<file path="src/hdl/shamh_pkg.sv">
// shared types and helpers for the sha-256 message hasher
`default_nettype none

package shamh_pkg;

  localparam int unsigned NUM_WORDS = 8;
  localparam int unsigned WIN_WORDS = 16;

  typedef logic [31:0] word_t;

  // control from the sequencer to the schedule window and the round unit
  typedef struct packed {
    logic       shift_byte;
    logic       shift_word;
    logic       load;
    logic       round;
    logic [5:0] rnd;
  } ctl_t;

  function automatic word_t rotr(input word_t x, input int unsigned n);
    return (x >> n) | (x << (32 - n));
  endfunction

endpackage

`default_nettype wire

</file>
<file path="src/hdl/shamh_intf.sv">
// valid/ready channel interfaces for message bytes and digest words
`default_nettype none

interface shamh_in_if;
  logic       valid;
  logic       ready;
  logic       mode;
  logic [7:0] data_byte;

  modport source (output valid, output mode, output data_byte, input ready);
  modport sink (input valid, input mode, input data_byte, output ready);
endinterface

interface shamh_out_if;
  logic        valid;
  logic        ready;
  logic [31:0] digest_word;
  logic [2:0]  word_index;
  logic        last_word;
  logic        length_overflow;

  modport source (output valid, output digest_word, output word_index, output last_word,
                  output length_overflow, input ready);
  modport sink (input valid, input digest_word, input word_index, input last_word,
                input length_overflow, output ready);
endinterface

`default_nettype wire

</file>
<file path="src/hdl/shamh_sched.sv">
// block buffer that doubles as the 16-word message schedule window
`default_nettype none

module shamh_sched (
  input  logic             clk,
  input  shamh_pkg::ctl_t  ctl,
  input  logic [7:0]       byte_in,
  output shamh_pkg::word_t w_out
);
  import shamh_pkg::*;

  word_t win_r [WIN_WORDS];
  word_t sched_word;

  function automatic word_t small_sigma0(input word_t x);
    return rotr(x, 7) ^ rotr(x, 18) ^ (x >> 3);
  endfunction

  function automatic word_t small_sigma1(input word_t x);
    return rotr(x, 17) ^ rotr(x, 19) ^ (x >> 10);
  endfunction

  // w[t+16] from the window holding w[t] .. w[t+15]
  assign sched_word = win_r[0] + small_sigma0(win_r[1]) + win_r[9] + small_sigma1(win_r[14]);

  always_ff @(posedge clk) begin
    if (ctl.shift_byte) begin
      for (int i = 0; i < WIN_WORDS - 1; i++) begin
        win_r[i] <= {win_r[i][23:0], win_r[i+1][31:24]};
      end
      win_r[WIN_WORDS-1] <= {win_r[WIN_WORDS-1][23:0], byte_in};
    end else if (ctl.shift_word) begin
      for (int i = 0; i < WIN_WORDS - 1; i++) begin
        win_r[i] <= win_r[i+1];
      end
      win_r[WIN_WORDS-1] <= sched_word;
    end
  end

  assign w_out = win_r[0];

endmodule

`default_nettype wire

</file>
<file path="src/hdl/shamh_round.sv">
// working variables a..h and the shared one-round compression unit
`default_nettype none

module shamh_round (
  input  logic                                       clk,
  input  shamh_pkg::ctl_t                            ctl,
  input  shamh_pkg::word_t [shamh_pkg::NUM_WORDS-1:0] chain_in,
  input  shamh_pkg::word_t                           w_in,
  output shamh_pkg::word_t [shamh_pkg::NUM_WORDS-1:0] v_out
);
  import shamh_pkg::*;

  localparam word_t ROUND_K [64] = '{
    32'h428a2f98, 32'h71374491, 32'hb5c0fbcf, 32'he9b5dba5,
    32'h3956c25b, 32'h59f111f1, 32'h923f82a4, 32'hab1c5ed5,
    32'hd807aa98, 32'h12835b01, 32'h243185be, 32'h550c7dc3,
    32'h72be5d74, 32'h80deb1fe, 32'h9bdc06a7, 32'hc19bf174,
    32'he49b69c1, 32'hefbe4786, 32'h0fc19dc6, 32'h240ca1cc,
    32'h2de92c6f, 32'h4a7484aa, 32'h5cb0a9dc, 32'h76f988da,
    32'h983e5152, 32'ha831c66d, 32'hb00327c8, 32'hbf597fc7,
    32'hc6e00bf3, 32'hd5a79147, 32'h06ca6351, 32'h14292967,
    32'h27b70a85, 32'h2e1b2138, 32'h4d2c6dfc, 32'h53380d13,
    32'h650a7354, 32'h766a0abb, 32'h81c2c92e, 32'h92722c85,
    32'ha2bfe8a1, 32'ha81a664b, 32'hc24b8b70, 32'hc76c51a3,
    32'hd192e819, 32'hd6990624, 32'hf40e3585, 32'h106aa070,
    32'h19a4c116, 32'h1e376c08, 32'h2748774c, 32'h34b0bcb5,
    32'h391c0cb3, 32'h4ed8aa4a, 32'h5b9cca4f, 32'h682e6ff3,
    32'h748f82ee, 32'h78a5636f, 32'h84c87814, 32'h8cc70208,
    32'h90befffa, 32'ha4506ceb, 32'hbef9a3f7, 32'hc67178f2
  };

  word_t [NUM_WORDS-1:0] v_r;
  word_t t1;
  word_t t2;

  function automatic word_t big_sigma0(input word_t x);
    return rotr(x, 2) ^ rotr(x, 13) ^ rotr(x, 22);
  endfunction

  function automatic word_t big_sigma1(input word_t x);
    return rotr(x, 6) ^ rotr(x, 11) ^ rotr(x, 25);
  endfunction

  always_comb begin
    t1 = v_r[7] + big_sigma1(v_r[4]) + ((v_r[4] & v_r[5]) ^ (~v_r[4] & v_r[6]))
         + ROUND_K[ctl.rnd] + w_in;
    t2 = big_sigma0(v_r[0]) + ((v_r[0] & v_r[1]) ^ (v_r[0] & v_r[2]) ^ (v_r[1] & v_r[2]));
  end

  always_ff @(posedge clk) begin
    if (ctl.load) begin
      v_r <= chain_in;
    end else if (ctl.round) begin
      v_r[7] <= v_r[6];
      v_r[6] <= v_r[5];
      v_r[5] <= v_r[4];
      v_r[4] <= v_r[3] + t1;
      v_r[3] <= v_r[2];
      v_r[2] <= v_r[1];
      v_r[1] <= v_r[0];
      v_r[0] <= t1 + t2;
    end
  end

  assign v_out = v_r;

endmodule

`default_nettype wire

</file>
<file path="src/hdl/sha256_message_hasher.sv">
// sha-256 message hasher top level: sequencer, chaining words and digest output
//
// usage
//   in_chan carries one transaction per message byte (mode 0, data_byte) or a
//   finish transaction (mode 1). out_chan carries the eight digest words of a
//   message, word_index 0 (H0) first, last_word set on word 7, length_overflow
//   set on all eight when the message ran past 2^61-1 bytes.
// timing
//   a byte is taken per in_chan transfer; every 64th byte starts a block
//   compression, the rounds followed by the chaining add, during which in_chan
//   is not ready. the sustained byte rate is set by the single shared round
//   unit and the byte-wide buffer shift.
//   finish shifts the padding in one byte per cycle, runs a compression (twice
//   when more than 55 bytes were buffered), then hands out the digest at one
//   word per cycle while out_ready stays high.
// reset and stall
//   synchronous reset loads the initial hash values and clears the byte count,
//   fill count and overflow flag. the digest goes through an output register;
//   a stalled receiver holds it, and once the last word sits there the block
//   accepts the next message.
`default_nettype none

module sha256_message_hasher (
  input  logic               clk,
  input  logic               rst_n,
  shamh_in_if.sink           in_chan,
  shamh_out_if.source        out_chan
);
  import shamh_pkg::*;

  localparam word_t [NUM_WORDS-1:0] INIT_H = {
    32'h5be0cd19, 32'h1f83d9ab, 32'h9b05688c, 32'h510e527f,
    32'ha54ff53a, 32'h3c6ef372, 32'hbb67ae85, 32'h6a09e667
  };
  localparam logic [60:0] LEN_MAX  = '1;
  localparam logic [7:0]  PAD_BYTE = 8'h80;
  localparam logic [5:0]  LEN_POS  = 6'd56;
  localparam logic [5:0]  LAST_POS = 6'd63;
  localparam logic [2:0]  LAST_IDX = 3'd7;

  typedef enum logic [2:0] {
    ST_IDLE,
    ST_PAD,
    ST_COMP,
    ST_ADD,
    ST_EMIT
  } state_t;

  state_t                state_r, state_nxt;
  word_t [NUM_WORDS-1:0] chain_r, chain_nxt;
  logic [5:0]            fill_r, fill_nxt;
  logic [60:0]           total_r, total_nxt;
  logic                  ovf_r, ovf_nxt;
  logic                  fin_r, fin_nxt;     // finish in progress
  logic                  first_r, first_nxt; // next pad byte is the 0x80 marker
  logic                  wrap_r, wrap_nxt;   // marker landed past 55, extra block
  logic                  done_r, done_nxt;   // length bytes are in, last block
  logic [5:0]            rnd_r, rnd_nxt;
  logic [2:0]            emit_idx_r, emit_idx_nxt;
  logic                  out_valid_r, out_valid_nxt;
  word_t                 out_word_r, out_word_nxt;
  logic [2:0]            out_idx_r, out_idx_nxt;
  logic                  out_last_r, out_last_nxt;
  logic                  out_ovf_r, out_ovf_nxt;

  ctl_t                  ctl;
  logic [7:0]            byte_in;
  logic [63:0]           bit_len;
  word_t                 sched_w;
  word_t [NUM_WORDS-1:0] v_work;

  shamh_sched u_sched (
    .clk     (clk),
    .ctl     (ctl),
    .byte_in (byte_in),
    .w_out   (sched_w)
  );

  shamh_round u_round (
    .clk      (clk),
    .ctl      (ctl),
    .chain_in (chain_r),
    .w_in     (sched_w),
    .v_out    (v_work)
  );

  assign bit_len = {total_r, 3'b000};

  always_comb begin
    state_nxt     = state_r;
    chain_nxt     = chain_r;
    fill_nxt      = fill_r;
    total_nxt     = total_r;
    ovf_nxt       = ovf_r;
    fin_nxt       = fin_r;
    first_nxt     = first_r;
    wrap_nxt      = wrap_r;
    done_nxt      = done_r;
    rnd_nxt       = rnd_r;
    emit_idx_nxt  = emit_idx_r;
    out_valid_nxt = out_valid_r;
    out_word_nxt  = out_word_r;
    out_idx_nxt   = out_idx_r;
    out_last_nxt  = out_last_r;
    out_ovf_nxt   = out_ovf_r;
    ctl           = '0;
    ctl.rnd       = rnd_r;
    byte_in       = in_chan.data_byte;

    // output register drains when the receiver takes the word
    if (out_valid_r && out_chan.ready) begin
      out_valid_nxt = 1'b0;
    end

    unique case (state_r)
      ST_IDLE: begin
        if (in_chan.valid) begin
          if (!in_chan.mode) begin
            ctl.shift_byte = 1'b1;
            fill_nxt       = fill_r + 6'd1;
            if (total_r == LEN_MAX) begin
              ovf_nxt = 1'b1;
            end else begin
              total_nxt = total_r + 61'd1;
            end
            // buffer full: start compression
            if (fill_r == LAST_POS) begin
              ctl.load  = 1'b1;
              rnd_nxt   = '0;
              state_nxt = ST_COMP;
            end
          end else begin
            fin_nxt   = 1'b1;
            first_nxt = 1'b1;
            state_nxt = ST_PAD;
          end
        end
      end

      ST_PAD: begin
        ctl.shift_byte = 1'b1;
        fill_nxt       = fill_r + 6'd1;
        first_nxt      = 1'b0;
        if (first_r) begin
          byte_in = PAD_BYTE;
          if (fill_r >= LEN_POS) begin
            wrap_nxt = 1'b1;
          end
        end else if (fill_r >= LEN_POS && !wrap_r) begin
          // big-endian bit length in the last eight positions
          byte_in = bit_len[{LAST_IDX - fill_r[2:0], 3'b000} +: 8];
        end else begin
          byte_in = 8'h00;
        end
        if (!first_r && !wrap_r && fill_r == LAST_POS) begin
          done_nxt = 1'b1;
        end
        if (fill_r == LAST_POS) begin
          wrap_nxt  = 1'b0;
          ctl.load  = 1'b1;
          rnd_nxt   = '0;
          state_nxt = ST_COMP;
        end
      end

      ST_COMP: begin
        ctl.round      = 1'b1;
        ctl.shift_word = 1'b1;
        rnd_nxt        = rnd_r + 6'd1;
        if (rnd_r == LAST_POS) begin
          state_nxt = ST_ADD;
        end
      end

      ST_ADD: begin
        for (int i = 0; i < NUM_WORDS; i++) begin
          chain_nxt[i] = chain_r[i] + v_work[i];
        end
        emit_idx_nxt = '0;
        if (!fin_r) begin
          state_nxt = ST_IDLE;
        end else if (done_r) begin
          state_nxt = ST_EMIT;
        end else begin
          state_nxt = ST_PAD;
        end
      end

      ST_EMIT: begin
        if (!out_valid_r || out_chan.ready) begin
          out_valid_nxt = 1'b1;
          out_word_nxt  = chain_r[emit_idx_r];
          out_idx_nxt   = emit_idx_r;
          out_last_nxt  = (emit_idx_r == LAST_IDX);
          out_ovf_nxt   = ovf_r;
          emit_idx_nxt  = emit_idx_r + 3'd1;
          // last word loaded into the output register: back to the initial values
          if (emit_idx_r == LAST_IDX) begin
            chain_nxt = INIT_H;
            total_nxt = '0;
            ovf_nxt   = 1'b0;
            fin_nxt   = 1'b0;
            done_nxt  = 1'b0;
            state_nxt = ST_IDLE;
          end
        end
      end

      default: begin
        state_nxt = ST_IDLE;
      end
    endcase
  end

  always_ff @(posedge clk) begin
    if (!rst_n) begin
      state_r     <= ST_IDLE;
      chain_r     <= INIT_H;
      fill_r      <= '0;
      total_r     <= '0;
      ovf_r       <= 1'b0;
      fin_r       <= 1'b0;
      first_r     <= 1'b0;
      wrap_r      <= 1'b0;
      done_r      <= 1'b0;
      rnd_r       <= '0;
      emit_idx_r  <= '0;
      out_valid_r <= 1'b0;
    end else begin
      state_r     <= state_nxt;
      chain_r     <= chain_nxt;
      fill_r      <= fill_nxt;
      total_r     <= total_nxt;
      ovf_r       <= ovf_nxt;
      fin_r       <= fin_nxt;
      first_r     <= first_nxt;
      wrap_r      <= wrap_nxt;
      done_r      <= done_nxt;
      rnd_r       <= rnd_nxt;
      emit_idx_r  <= emit_idx_nxt;
      out_valid_r <= out_valid_nxt;
    end
    // digest payload, no reset needed
    out_word_r <= out_word_nxt;
    out_idx_r  <= out_idx_nxt;
    out_last_r <= out_last_nxt;
    out_ovf_r  <= out_ovf_nxt;
  end

  assign in_chan.ready            = (state_r == ST_IDLE);
  assign out_chan.valid           = out_valid_r;
  assign out_chan.digest_word     = out_word_r;
  assign out_chan.word_index      = out_idx_r;
  assign out_chan.last_word       = out_last_r;
  assign out_chan.length_overflow = out_ovf_r;

  // a compression always starts on an empty buffer
  assert property (@(posedge clk) disable iff (!rst_n)
    (state_r == ST_COMP && $past(state_r) != ST_COMP) |-> fill_r == '0)
    else $error("compression started with bytes left in the buffer");

  // last word flag only on the final digest word
  assert property (@(posedge clk) disable iff (!rst_n)
    (out_valid_r && out_last_r) |-> out_idx_r == LAST_IDX)
    else $error("last word flag on the wrong digest word");

  // overflow only once the byte count has saturated
  assert property (@(posedge clk) disable iff (!rst_n)
    ovf_r |-> total_r == LEN_MAX)
    else $error("overflow flag set below the length limit");

  // the length block cannot be closed while an extra block is still pending
  assert property (@(posedge clk) disable iff (!rst_n)
    wrap_r |-> !done_r)
    else $error("padding marked done with an extra block pending");

  // digest is only handed out after the final block is folded in
  assert property (@(posedge clk) disable iff (!rst_n)
    (state_r == ST_EMIT) |-> (fin_r && done_r && fill_r == '0))
    else $error("digest output before padding finished");

endmodule

`default_nettype wire
</file>
<file path="src/flat_wrapper.sv">
// flat-port wrapper written by rule: the top's interface ports become plain ports
module sha256_message_hasher_flat import shamh_pkg::*;
  (clk, rst_n, in_chan_valid, in_chan_mode, in_chan_data_byte, in_chan_ready, out_chan_valid, out_chan_digest_word, out_chan_word_index, out_chan_last_word, out_chan_length_overflow, out_chan_ready);
  shamh_in_if in_chan_i ();
  shamh_out_if out_chan_i ();
  input  logic clk;
  input  logic rst_n;
  input wire logic [$bits(in_chan_i.valid)-1:0] in_chan_valid;
  input wire logic [$bits(in_chan_i.mode)-1:0] in_chan_mode;
  input wire logic [$bits(in_chan_i.data_byte)-1:0] in_chan_data_byte;
  output wire logic [$bits(in_chan_i.ready)-1:0] in_chan_ready;
  output wire logic [$bits(out_chan_i.valid)-1:0] out_chan_valid;
  output wire logic [$bits(out_chan_i.digest_word)-1:0] out_chan_digest_word;
  output wire logic [$bits(out_chan_i.word_index)-1:0] out_chan_word_index;
  output wire logic [$bits(out_chan_i.last_word)-1:0] out_chan_last_word;
  output wire logic [$bits(out_chan_i.length_overflow)-1:0] out_chan_length_overflow;
  input wire logic [$bits(out_chan_i.ready)-1:0] out_chan_ready;
  assign in_chan_i.valid = in_chan_valid;
  assign in_chan_i.mode = in_chan_mode;
  assign in_chan_i.data_byte = in_chan_data_byte;
  assign in_chan_ready = in_chan_i.ready;
  assign out_chan_valid = out_chan_i.valid;
  assign out_chan_digest_word = out_chan_i.digest_word;
  assign out_chan_word_index = out_chan_i.word_index;
  assign out_chan_last_word = out_chan_i.last_word;
  assign out_chan_length_overflow = out_chan_i.length_overflow;
  assign out_chan_i.ready = out_chan_ready;
  sha256_message_hasher u_core (.clk(clk), .rst_n(rst_n), .in_chan(in_chan_i), .out_chan(out_chan_i));
endmodule
</file>
<file path="config.mk">
export PLATFORM = sky130hd
export DESIGN_NAME = sha256_message_hasher_flat
export DESIGN_NICKNAME = d
export VERILOG_FILES = /design/src/hdl/shamh_pkg.sv /design/src/hdl/shamh_intf.sv /design/src/hdl/shamh_sched.sv /design/src/hdl/shamh_round.sv /design/src/hdl/sha256_message_hasher.sv /design/src/flat_wrapper.sv
export SDC_FILE = /design/constraint.sdc
export NUM_CORES = 2
export LEC_CHECK = 0
export BUFFER_PORTS_ARGS = -buffer_cell sky130_fd_sc_hd__buf_2
export CORE_MARGIN = 3
export CORE_UTILIZATION = 70
export DETAILED_ROUTE_END_ITERATION = 10
export GPL_TIMING_DRIVEN = 0
export PLACE_DENSITY = 0.87
export SETUP_SLACK_MARGIN = 0.15
export SKIP_CTS_REPAIR_TIMING = 1
export SYNTH_ARGS = -nofsm -noshare
export SYNTH_HDL_FRONTEND = slang
export SYNTH_SLANG_ARGS = --single-unit
export TNS_END_PERCENT = 10
</file>
<file path="constraint.sdc">
create_clock -name clk -period 27.2 [get_ports clk]
set_input_delay 5.44 -clock clk [delete_from_list [all_inputs] [get_ports clk]]
set_output_delay 5.44 -clock clk [all_outputs]
set_load 0.01 [all_outputs]
</file>
==> results.ini <==
[timing]
fmax_ghz=0.0827
hold_viol_final=0
finalSetupTns_ns=0
maxSlewViolCount=33
skew_ns=0.0788
holdWs_ns=0.436
worstMarginPinSlew_ns=1.71
fin_ws_ns=15.11
setup_viol=0
fin_crit_sh_pct=44.4
maxSlewHeadroom_pct=-14.1
finalCriticalPeriod_ns=12.09
grt_setup_unrepaired=no

[logic_synthesis]
netlist_area_um2=75300
async_reset_ff_share_pct=0
synth_area_leaders=edfxtp_1, nand2_1, dfxtp_1
ys_seq_area_share_pct=41.2
avgSynthCellArea_um2=9.06
ys_ff_latch=1146
synth_cell_type_count=101
ys_warn_count=0
yosys.area.top_type_share_pct=32.1
syn-instance-count=8311
ys.flop_type=edfxtp_1
synth_top_cell_by_area=edfxtp_1
syn-num-nets=8917
ys_top_cells_by_count=nand2_1, edfxtp_1, clkbuf_1, a21oi_1, xnor2_1
synth_edf_count=805
synthMostInstantiatedCell=nand2_1

[placed_design]
dpl_worst_slack_ns=15.63
routabilityCongestion=1.09
portBuffers=50
place_area_um2=77600
dp.final_hpwl_mm=214

[floorplanning]
rows=119
die_h_um=334
dieArea_um2=112000
die_w_um=334
core-area_um2=106000
io_pins=52
start_util_pct=71.0

[drt]
routed_wl_mm=291
firstDrtPassIters=8
route.detailed.drc=0
via_per_inst=6.98
drt.antenna.violating_nets=0
post_drt_wl_per_cell_um=29.1
drt_iter0_markers=12491
vias=69898

[layout]
fin_nets=9102
drive_gt1_share_pct=5.39
area_delta_synth_final_pct=8.85
stdcell_area_um2=82000
n_fill_cell=6876
seq_area_um2=31000
multi_input_area_um2=41300

[pwr]
p_clk_share_pct=32.6
pwr_density_cell_nw_per_um2=68.0
p_sw_share_pct=34.7
internal_power_mw=3.64
power_frac_comb_pct=29.5
max-vdd-ir-drop_mv=0.138
p_switching_mw=1.93
p_leak_nw=33.7
seqPwrFrac_pct=37.9
power_mw=5.57

[grt]
grt_pass1_wl_mm=423
grt_pass1_vias=67026
grt_antenna_before_repair=22
grt_max_degree=127
grt_overflow=0
track_usage_pct=51.2

[worst_setup_path]
cp.required_ns=27.81
worst-setup-path-type=flop to flop
max_stage_delay_ns=0.94
cp-start-kind=flop
worstPathMaxFanout=17
cp_num_buf_inv=7
endpoint_kind=flop
worst-endpoint-arrival_ns=12.70
crit_path_top_delay_cell=clkbuf_1
cpLargestDelayFamily=compound AO/OA/AOI/OAI gates

[run_status]
status=finished with violations
violations=max-capacitance violations, max-slew violations

[clock_network]
numCtsBuffers=120
clock_latency_ns=0.81
clkTransAtPathRegs_ns=0.07
cts_tree=done
clock-sinks=1146
clock-root-buffer=clkbuf_16
h-tree-depth=3
cts_buffer_depth=3

[worst_hold_path]
min_path_type=flop to flop

[job]
drv_cap=3

==> placed cells by master (no fill, tap or decap), types with 48 or more instances in the layout <==
| cell | Yosys | layout |
|---|---|---|
| mux2_2 | 58 | 58 |
| edfxtp_1 | 805 | 805 |
| buf_2 | 1 | 52 |
| o22ai_1 | 92 | 92 |
| nand3_1 | 113 | 113 |
| clkbuf_16 | 0 | 124 |
| a31oi_1 | 48 | 48 |
| xnor2_1 | 400 | 400 |
| inv_1 | 335 | 333 |
| xor2_1 | 211 | 211 |
| a21oi_1 | 401 | 401 |
| dfxtp_1 | 341 | 341 |
| o21ai_0 | 397 | 397 |
| nand2b_1 | 65 | 65 |
| nor3_1 | 84 | 83 |
| a22oi_1 | 68 | 68 |
| fa_1 | 195 | 195 |
| a21o_1 | 193 | 193 |
| nor2b_1 | 115 | 115 |
| mux4_2 | 82 | 82 |
| nand2_1 | 2411 | 2410 |
| ha_1 | 398 | 398 |
| clkbuf_1 | 433 | 454 |
| o21a_1 | 62 | 62 |
| nor2_1 | 379 | 379 |
==> cells by family after synthesis <==
logic type	after synthesis	synth area share [%]
mux	159	3.57
flops	1146	41.2
fa+ha+maj	597	11.9
compound gates	1618	13.7
simple gates	3374	18.6
xor+xnor	612	7.14
buf+inv	805	4.01
==> per-layer routing <==
layer,up-vias,routed length (um),global-route usage [%]
met5,-,295,0
met4,26,29100,38.2
met3,1749,47700,19.1
met2,6652,121000,75.9
met1,32455,92900,61.2
li1,29016,-,-
==> sequential cells by signal, indices dropped and copies added, names as in the netlist, 3 cells and up <==
register                     flops
u_core.chain_r                 256
u_core.emit_idx_r                3
u_core.fill_r                    6
u_core.out_chan.digest_word     32
u_core.out_chan.word_index       3
u_core.rnd_r                     6
u_core.state_r                   3
u_core.total_r                  61
u_core.u_round.v_out           256
u_core.u_sched.win_r           512
==> stage by stage <==
step / utilization (%) / instances
6_report: 77.3 / 10009
5_1_grt: 77.3 / 9996
4_1_cts: 77.3 / 9994
3_5_place_dp: 73.2 / 9764
3_3_place_gp: 72.9 / 9752
2_1_floorplan: - / 8311
==> final timing paths <==
kind,endpoint,depth (start not counted),from,slack (ns)
hold / removal,u_core.out_chan.length_overflow,0,u_core.ovf_r,0.44
hold reg to reg,u_core.out_chan.length_overflow,0,u_core.ovf_r,0.44
setup reg to reg,u_core.u_round.v_out[31],36,u_core.rnd_r[2],15.11
setup / recovery,u_core.u_round.v_out[31],36,u_core.rnd_r[2],15.11
==> area by class of cell <==
| cell class | instances | area share [%] |
|---|---|---|
| diodes | 14 | 0.0427 |
| plain buffers | 467 | 2.14 |
| clock buffers | 164 | 4.16 |
| clock inverters | 66 | 1.09 |
| inverters | 338 | 1.56 |
| multi-input cells | 6360 | 50.4 |
| flip-flops and latches | 1146 | 37.8 |
| well taps | 1391 | 2.12 |
| repair buffers | 63 | 0.676 |
==> power groups by stage <==
stage / clock network [mW] / logic [mW] / registers, mW
2_1_floorplan: 0 / 1.03 / 2.14
3_3_place_gp: 0 / 1.44 / 2.18
3_5_place_dp: 0 / 1.49 / 2.14
4_1_cts: 1.79 / 1.53 / 2.10
5_1_grt: 1.85 / 1.71 / 2.11
6_report: 1.82 / 1.64 / 2.11
Power figures use the tool's default switching activity.
